--- src/rtl/sha1s_pkg.sv ---
package sha1s_pkg;

   localparam int WORD_W  = 32;
   localparam int COUNT_W = 61;
   localparam int LEN_W   = 64;

   localparam logic [WORD_W-1:0] H_INIT [5] = '{
      32'h67452301, 32'hEFCDAB89, 32'h98BADCFE, 32'h10325476, 32'hC3D2E1F0
   };

   localparam logic [WORD_W-1:0] K_ROUND [4] = '{
      32'h5A827999, 32'h6ED9EBA1, 32'h8F1BBCDC, 32'hCA62C1D6
   };

   localparam logic [7:0] PAD_MARK = 8'h80;

   // Control from the sequencer to the message schedule.
   typedef struct packed {
      logic       load;      // take one message or pad byte
      logic       word_end;  // byte completes a 32-bit word
      logic       step;      // advance one compression round
      logic [7:0] data;
   } sched_ctl_type;

   function automatic logic [WORD_W-1:0] rotl(input logic [WORD_W-1:0] v, input int n);
      rotl = (v << n) | (v >> (WORD_W - n));
   endfunction

   // Round function; grp selects the 20-round group.
   function automatic logic [WORD_W-1:0] round_f(input logic [1:0] grp,
                                                 input logic [WORD_W-1:0] b,
                                                 input logic [WORD_W-1:0] c,
                                                 input logic [WORD_W-1:0] d);
      unique case (grp)
         2'd0:    round_f = (b & c) | (~b & d);
         2'd2:    round_f = (b & c) | (b & d) | (c & d);
         default: round_f = b ^ c ^ d;
      endcase
   endfunction

endpackage

--- src/rtl/sha1s_sched.sv ---
module sha1s_sched import sha1s_pkg::*; (
   input  logic                clock,
   input  sched_ctl_type       ctl,
   output logic [WORD_W-1:0]   w_cur
);

   logic [23:0]       acc_ff, acc_in;
   logic [WORD_W-1:0] w_ff [16];
   logic [WORD_W-1:0] w_in;
   logic              shift_en;

   always_comb begin
      acc_in   = acc_ff;
      w_in     = rotl(w_ff[13] ^ w_ff[8] ^ w_ff[2] ^ w_ff[0], 1);
      shift_en = 1'b0;
      if (ctl.load) begin
         acc_in = {acc_ff[15:0], ctl.data};
         if (ctl.word_end) begin
            w_in     = {acc_ff, ctl.data};
            shift_en = 1'b1;
         end
      end else if (ctl.step) begin
         shift_en = 1'b1;
      end
   end

   // Oldest word sits at index 0; new words enter at index 15.
   always_ff @(posedge clock) begin
      acc_ff <= acc_in;
      if (shift_en) begin
         for (int i = 0; i < 15; i++) begin
            w_ff[i] <= w_ff[i+1];
         end
         w_ff[15] <= w_in;
      end
   end

   assign w_cur = w_ff[0];

endmodule

--- src/rtl/sha1_stream_hasher.sv ---
// SHA-1 over a byte stream. Each req transfer carries an optional byte (tuser high) and
// an end-of-message mark (tlast). The byte that fills a 64-byte block holds req_tready
// low for the 80 rounds of the single shared round unit and the chaining add. A last
// transfer then pads one byte per cycle to the end of the block and compresses it; when
// the length no longer fits, up to 8 pad bytes and one compression come first. The digest
// then leaves as five rsp transfers, h0 first, word index in tuser and tlast on the fifth.
// The hasher then returns to its initial chaining values for the next message.
module sha1_stream_hasher import sha1s_pkg::*; (
   input  logic        clock,
   input  logic        reset,
   input  logic        req_tvalid,
   output logic        req_tready,
   input  logic [7:0]  req_tdata,   // [7:0] data_byte
   input  logic        req_tuser,   // [0] has_byte
   input  logic        req_tlast,   // is_last
   output logic        rsp_tvalid,
   input  logic        rsp_tready,
   output logic [31:0] rsp_tdata,   // [31:0] digest_word
   output logic [2:0]  rsp_tuser,   // [2:0] word_index
   output logic        rsp_tlast    // last_word
);

   typedef enum logic [2:0] {S_IDLE, S_PAD, S_ROUND, S_ADD, S_EMIT} state_type;
   typedef enum logic [2:0] {PAD_NONE, PAD_ONE, PAD_ZERO, PAD_LEN, PAD_DONE} pad_type;

   state_type         state_ff, state_in;
   pad_type           pad_ff, pad_in;
   logic [5:0]        fill_ff, fill_in;
   logic [COUNT_W-1:0] count_ff, count_in;
   logic [6:0]        round_ff, round_in;
   logic [2:0]        idx_ff, idx_in;
   logic [WORD_W-1:0] chain_ff [5];
   logic [WORD_W-1:0] chain_in [5];
   logic [WORD_W-1:0] work_ff [5];
   logic [WORD_W-1:0] work_in [5];
   logic [LEN_W-1:0]  len_ff, len_in;

   sched_ctl_type     ctl;
   logic [WORD_W-1:0] w_cur;
   logic [WORD_W-1:0] t_sum;
   logic [1:0]        grp;
   logic              req_xfer, rsp_xfer, block_full;

   sha1s_sched u_sched (
      .clock (clock),
      .ctl   (ctl),
      .w_cur (w_cur)
   );

   assign req_tready = (state_ff == S_IDLE);
   assign req_xfer   = req_tvalid && req_tready;
   assign rsp_tvalid = (state_ff == S_EMIT);
   assign rsp_xfer   = rsp_tvalid && rsp_tready;
   assign rsp_tdata  = chain_ff[0];
   assign rsp_tuser  = idx_ff;
   assign rsp_tlast  = (idx_ff == 3'd4);

   always_comb begin
      if (round_ff < 7'd20)      grp = 2'd0;
      else if (round_ff < 7'd40) grp = 2'd1;
      else if (round_ff < 7'd60) grp = 2'd2;
      else                       grp = 2'd3;
      t_sum = rotl(work_ff[0], 5) + round_f(grp, work_ff[1], work_ff[2], work_ff[3])
            + work_ff[4] + K_ROUND[grp] + w_cur;
   end

   always_comb begin
      state_in = state_ff;
      pad_in   = pad_ff;
      fill_in  = fill_ff;
      count_in = count_ff;
      round_in = round_ff;
      idx_in   = idx_ff;
      chain_in = chain_ff;
      work_in  = work_ff;
      len_in   = len_ff;
      ctl      = '0;

      unique case (state_ff)
         S_IDLE: begin
            if (req_xfer) begin
               ctl.load = req_tuser;
               ctl.data = req_tdata;
               if (req_tuser) begin
                  count_in = count_ff + COUNT_W'(1);
               end
               len_in = {count_in, 3'b000};
               pad_in = req_tlast ? PAD_ONE : PAD_NONE;
               if (req_tlast) begin
                  state_in = S_PAD;
               end
            end
         end
         S_PAD: begin
            ctl.load = 1'b1;
            unique case (pad_ff)
               PAD_ONE: begin
                  ctl.data = PAD_MARK;
                  pad_in   = (fill_ff == 6'd55) ? PAD_LEN : PAD_ZERO;
               end
               PAD_LEN: begin
                  ctl.data = len_ff[LEN_W-1 -: 8];
                  len_in   = {len_ff[LEN_W-9:0], 8'h00};
                  pad_in   = (fill_ff == 6'd63) ? PAD_DONE : PAD_LEN;
               end
               default: begin
                  ctl.data = 8'h00;
                  pad_in   = (fill_ff == 6'd55) ? PAD_LEN : PAD_ZERO;
               end
            endcase
         end
         S_ROUND: begin
            ctl.step   = 1'b1;
            work_in[0] = t_sum;
            work_in[1] = work_ff[0];
            work_in[2] = rotl(work_ff[1], 30);
            work_in[3] = work_ff[2];
            work_in[4] = work_ff[3];
            round_in   = round_ff + 7'd1;
            if (round_ff == 7'd79) begin
               state_in = S_ADD;
            end
         end
         S_ADD: begin
            for (int i = 0; i < 5; i++) begin
               chain_in[i] = chain_ff[i] + work_ff[i];
            end
            priority case (pad_ff)
               PAD_DONE: state_in = S_EMIT;
               PAD_NONE: state_in = S_IDLE;
               default:  state_in = S_PAD;
            endcase
            idx_in = 3'd0;
         end
         S_EMIT: begin
            if (rsp_xfer) begin
               // rotate so the next word is presented from chain_ff[0]
               for (int i = 0; i < 4; i++) begin
                  chain_in[i] = chain_ff[i+1];
               end
               chain_in[4] = chain_ff[0];
               idx_in      = idx_ff + 3'd1;
               if (idx_ff == 3'd4) begin
                  chain_in = H_INIT;
                  count_in = '0;
                  pad_in   = PAD_NONE;
                  state_in = S_IDLE;
               end
            end
         end
         default: state_in = S_IDLE;
      endcase

      ctl.word_end = (fill_ff[1:0] == 2'b11);
      block_full   = ctl.load && (fill_ff == 6'd63);
      if (ctl.load) begin
         fill_in = fill_ff + 6'd1;
      end
      if (block_full) begin
         work_in  = chain_ff;
         round_in = '0;
         state_in = S_ROUND;
      end
   end

   always_ff @(posedge clock) begin
      work_ff <= work_in;
      len_ff  <= len_in;
      if (reset) begin
         state_ff <= S_IDLE;
         pad_ff   <= PAD_NONE;
         fill_ff  <= '0;
         count_ff <= '0;
         round_ff <= '0;
         idx_ff   <= '0;
         chain_ff <= H_INIT;
      end else begin
         state_ff <= state_in;
         pad_ff   <= pad_in;
         fill_ff  <= fill_in;
         count_ff <= count_in;
         round_ff <= round_in;
         idx_ff   <= idx_in;
         chain_ff <= chain_in;
      end
   end

   a_no_overlap: assert property (@(posedge clock) disable iff (reset)
      !(req_tready && rsp_tvalid))
      else $error("input and result sides open together");

   a_round_range: assert property (@(posedge clock) disable iff (reset)
      (state_ff == S_ROUND) |-> (round_ff < 7'd80))
      else $error("round counter out of range");

   a_emit_aligned: assert property (@(posedge clock) disable iff (reset)
      rsp_tvalid |-> (fill_ff == 6'd0 && idx_ff <= 3'd4))
      else $error("digest shown with partial block");

   a_back_to_idle: assert property (@(posedge clock) disable iff (reset)
      (rsp_xfer && rsp_tlast) |=> (req_tready && count_ff == '0))
      else $error("hasher not restarted after digest");

   a_pad_starts: assert property (@(posedge clock) disable iff (reset)
      (req_xfer && req_tlast && !(req_tuser && fill_ff == 6'd63)) |=> (state_ff == S_PAD))
      else $error("padding did not start after last transfer");

endmodule
--- config.mk ---
export PLATFORM = sky130hd
export DESIGN_NAME = sha1_stream_hasher
export DESIGN_NICKNAME = d
export VERILOG_FILES = /design/src/rtl/sha1s_pkg.sv /design/src/rtl/sha1s_sched.sv /design/src/rtl/sha1_stream_hasher.sv
export SDC_FILE = /design/constraint.sdc
export NUM_CORES = 2
export LEC_CHECK = 0
export ABC_AREA = 0
export BUFFER_PORTS_ARGS = -buffer_cell sky130_fd_sc_hd__clkbuf_2
export CAP_MARGIN = 20
export CELL_PAD_IN_SITES_DETAIL_PLACEMENT = 0
export CELL_PAD_IN_SITES_GLOBAL_PLACEMENT = 1
export CORE_MARGIN = 3
export CORE_UTILIZATION = 30
export CTS_BUF_LIST = sky130_fd_sc_hd__clkbuf_4
export CTS_CLUSTER_DIAMETER = 50
export CTS_CLUSTER_SIZE = 8
export DETAILED_ROUTE_END_ITERATION = 8
export PLACE_DENSITY = 0.52
export SYNTH_ARGS = -nofsm -noshare
export SYNTH_HDL_FRONTEND = slang
export SYNTH_SLANG_ARGS = --single-unit
--- constraint.sdc ---
create_clock -name clock -period 22.3 [get_ports clock]
set_clock_uncertainty 0.2 [all_clocks]
set_input_delay 3.345 -clock clock [delete_from_list [all_inputs] [get_ports clock]]
set_output_delay 3.345 -clock clock [all_outputs]
set_load 0.01 [all_outputs]
==> metrics.yaml <==
status: "finished, final reports clean"
placementRows: 151
timing.final.crit_share_pct: 34.40
synth_top_area_share_pct: 44.08
synthCells: 4792
end_kind: "register"
yosysTopAreaCell: "edfxtp_1"
syn_nets: 5134
cts.path.max_buffers: 3
yosysSeqAreaShare_pct: 53.51
nNetsFinal: 5151
vias: 35350
wl_um: 152400
yosysUniqueCellTypes: 89
port_buffers: 51
cts_tree: "built"
grt_pass1_wl_um: 228400
h-tree-depth: 4
die_y_um: 420.6
min_path_type: "reg2reg"
max_freq_mhz: 130.4
cpMostUsedCell: "inv_1"
crit_path_top_delay_cell: "fa_1"
cts_resized: 0
tns_ns: 0
path_class: "reg2reg"
grt_pass1_vias: 35470
power_density_nw_per_um2: 60.67
final.min_clock_period_ns: 7.671
design.core.area_um2: 170000
cts_root_buffer: "clkbuf_4"
post-route-util_pct: 33.15
grt.overflow.total: 0
drv_cap: 0
insertion_delay_ns: 1.18
dpl.hpwl_um: 105400
cts.sinks: 1000
antenna_found_initial: 4
path_max_fanout: 30
yosys_warnings: 0
syn_area_per_cell_um2: 10.76
start_util_pct: 30.33
worstMarginPinSlew_ns: 1.103
ys_seq_elements: 1000
async_reset_ff_share_pct: 0
cts_buffers: 165
grt_max_degree: 210
wl_per_cell_um: 21.32
drv_slew: 0
drcViolationCount: 0
syn_to_final_growth_pct: 9.300
synth_enable_flop_cells: 757
arrival_ns: 8.40
drive_gt1_share_pct: 8.445
layout_common_cells: "edfxtp_1, nand2_1, o21ai_0, nor2_1, inv_1"
hold_buffers: 0
max-vdd-ir-drop_uv: 45.07
die_x_um: 420.6
layout_commonest_cell: "edfxtp_1"
clk_transition_reported_paths_ns: 0.09
grt.total_usage_pct: 17.13
postCtsSetupRepairBufs: 0
vias_per_cell: 4.944
synthTopCellsByArea: "edfxtp_1, dfxtp_1, ha_1"
grt_setup_unrepaired: "no"
drt-initial-drc-count: 2307
finalSetupViolations: 0
fp.dieArea_um2: 176900
slew_headroom_pct: 26.44
firstDrtPassIters: 6
ant_nets: 0
p_leak_nw: 20.45
routabilityCongestion: 0.8591
crit_required_ns: 23.03
ioPinCount: 52
synthFlopType: "edfxtp_1"
finalPower_mw: 3.420
max_stage_delay_ns: 0.52
mappedNetlistArea_um2: 51570
hold_violations: 0
critPathLaunchType: "register"
-- power breakdown --
part | leakage [nW] | switching [mW] | internal [mW]
Sequential | 8.85 | 0.00838 | 2.00
Combinational | 10.3 | 0.0503 | 0.0163
Clock | 1.31 | 0.731 | 0.612
Total | 20.4 | 0.790 | 2.63
-- worst max-delay path: cells and delay by family (launching register included) --
kind | cells | cell delay (ns)
AOI/OAI and AO/OA | 12 | 2.65
adders and majority gates | 5 | 2.16
buffers and inverters | 7 | 1.30
DFF | 1 | 0.36
and+or+nand+nor | 3 | 0.79
-- stage by stage --
step / cells / hold WS, ns / area [um2] / worst slack, ns
6_report: 7149 / 0.1832 / 56370 / 14.63
5_1_grt: 7148 / 0.1828 / 56360 / 14.00
4_1_cts: 7144 / 0.1542 / 56350 / 14.47
3_5_place_dp: 6860 / 0.2045 / 54030 / 14.32
3_3_place_gp: 6860 / 0.2003 / 54030 / 14.36
2_1_floorplan: 4792 / 0.2003 / 51570 / 4.949
-- final timing paths --
kind                         from                   to  slack (ns)  cells after the start
min reg2reg  u_sched.w_ff[0][127]  u_sched.w_ff[0][95]        0.18                      0
max reg2reg           round_ff[3]         work_ff[157]       14.63                     27
max                   round_ff[3]         work_ff[157]       14.63                     27
min          u_sched.w_ff[0][127]  u_sched.w_ff[0][95]        0.18                      0
-- routing by layer --
metal  track usage (%)  vias up  share of wire [%]  wire length, um
li1                  -    17210                  -                -
met1             23.93    17260                 48            73120
met2             27.24      667                 45            69290
met3             2.545      215                3.8             5773
met4             5.519        0                2.8             4247
met5                 0        -                  0                0
-- sequential cells by signal, summed over array words and instances (netlist names) --
signal / flops
u_sched.acc_ff: 24
len_ff: 61
round_ff: 7
u_sched.w_ff: 512
fill_ff: 6
chain_ff: 128
pad_ff: 3
work_ff: 160
count_ff: 61
state_ff: 3
rsp_tuser: 3
rsp_tdata: 32
-- synthesized netlist by cell type (9+ instances only) --
cell,instances
fa_1,125
a211o_1,36
inv_1,365
a31oi_1,25
o21bai_1,23
a21oi_1,278
o21a_1,18
xor2_1,85
buf_4,32
nand2_1,468
and4_1,9
a21o_1,101
a22oi_1,9
buf_1,12
o21ai_1,24
o31ai_1,18
a311oi_1,27
nor3_1,125
nand2b_1,48
a22o_1,9
and3_1,32
ha_1,203
nand3_1,92
mux2i_1,45
a211oi_1,55
nor4_1,9
xnor2_1,223
dfxtp_1,243
or3_1,24
o21ai_0,409
nand4_1,20
nor2b_1,25
clkbuf_1,200
a221oi_1,34
o211ai_1,19
o22ai_1,50
and2_1,17
edfxtp_1,757
nor2_1,365
-- logic make-up after synthesis --
group / Yosys count / synth area share [%]
adder cells (fa/ha/maj): 328 / 9.778
AND/OR/NAND/NOR: 1273 / 11.07
multiplexers: 53 / 1.048
buffers and inverters: 615 / 4.716
XOR/XNOR: 308 / 5.231
AO/OA/AOI/OAI: 1215 / 14.64
flip-flops: 1000 / 53.51
-- layout make-up --
type                       instances  area [um2]
sequential                      1000       27600
timing repair buffer              97       646.9
clock buffer                     222        1667
clock inverter                    62       655.6
inverter                         368        1384
antenna                            5       12.51
multi-input combinational       3177       21630
fill                           17420      113700
tap                             2218        2775
No activity file was read; power rests on OpenSTA's default activity.
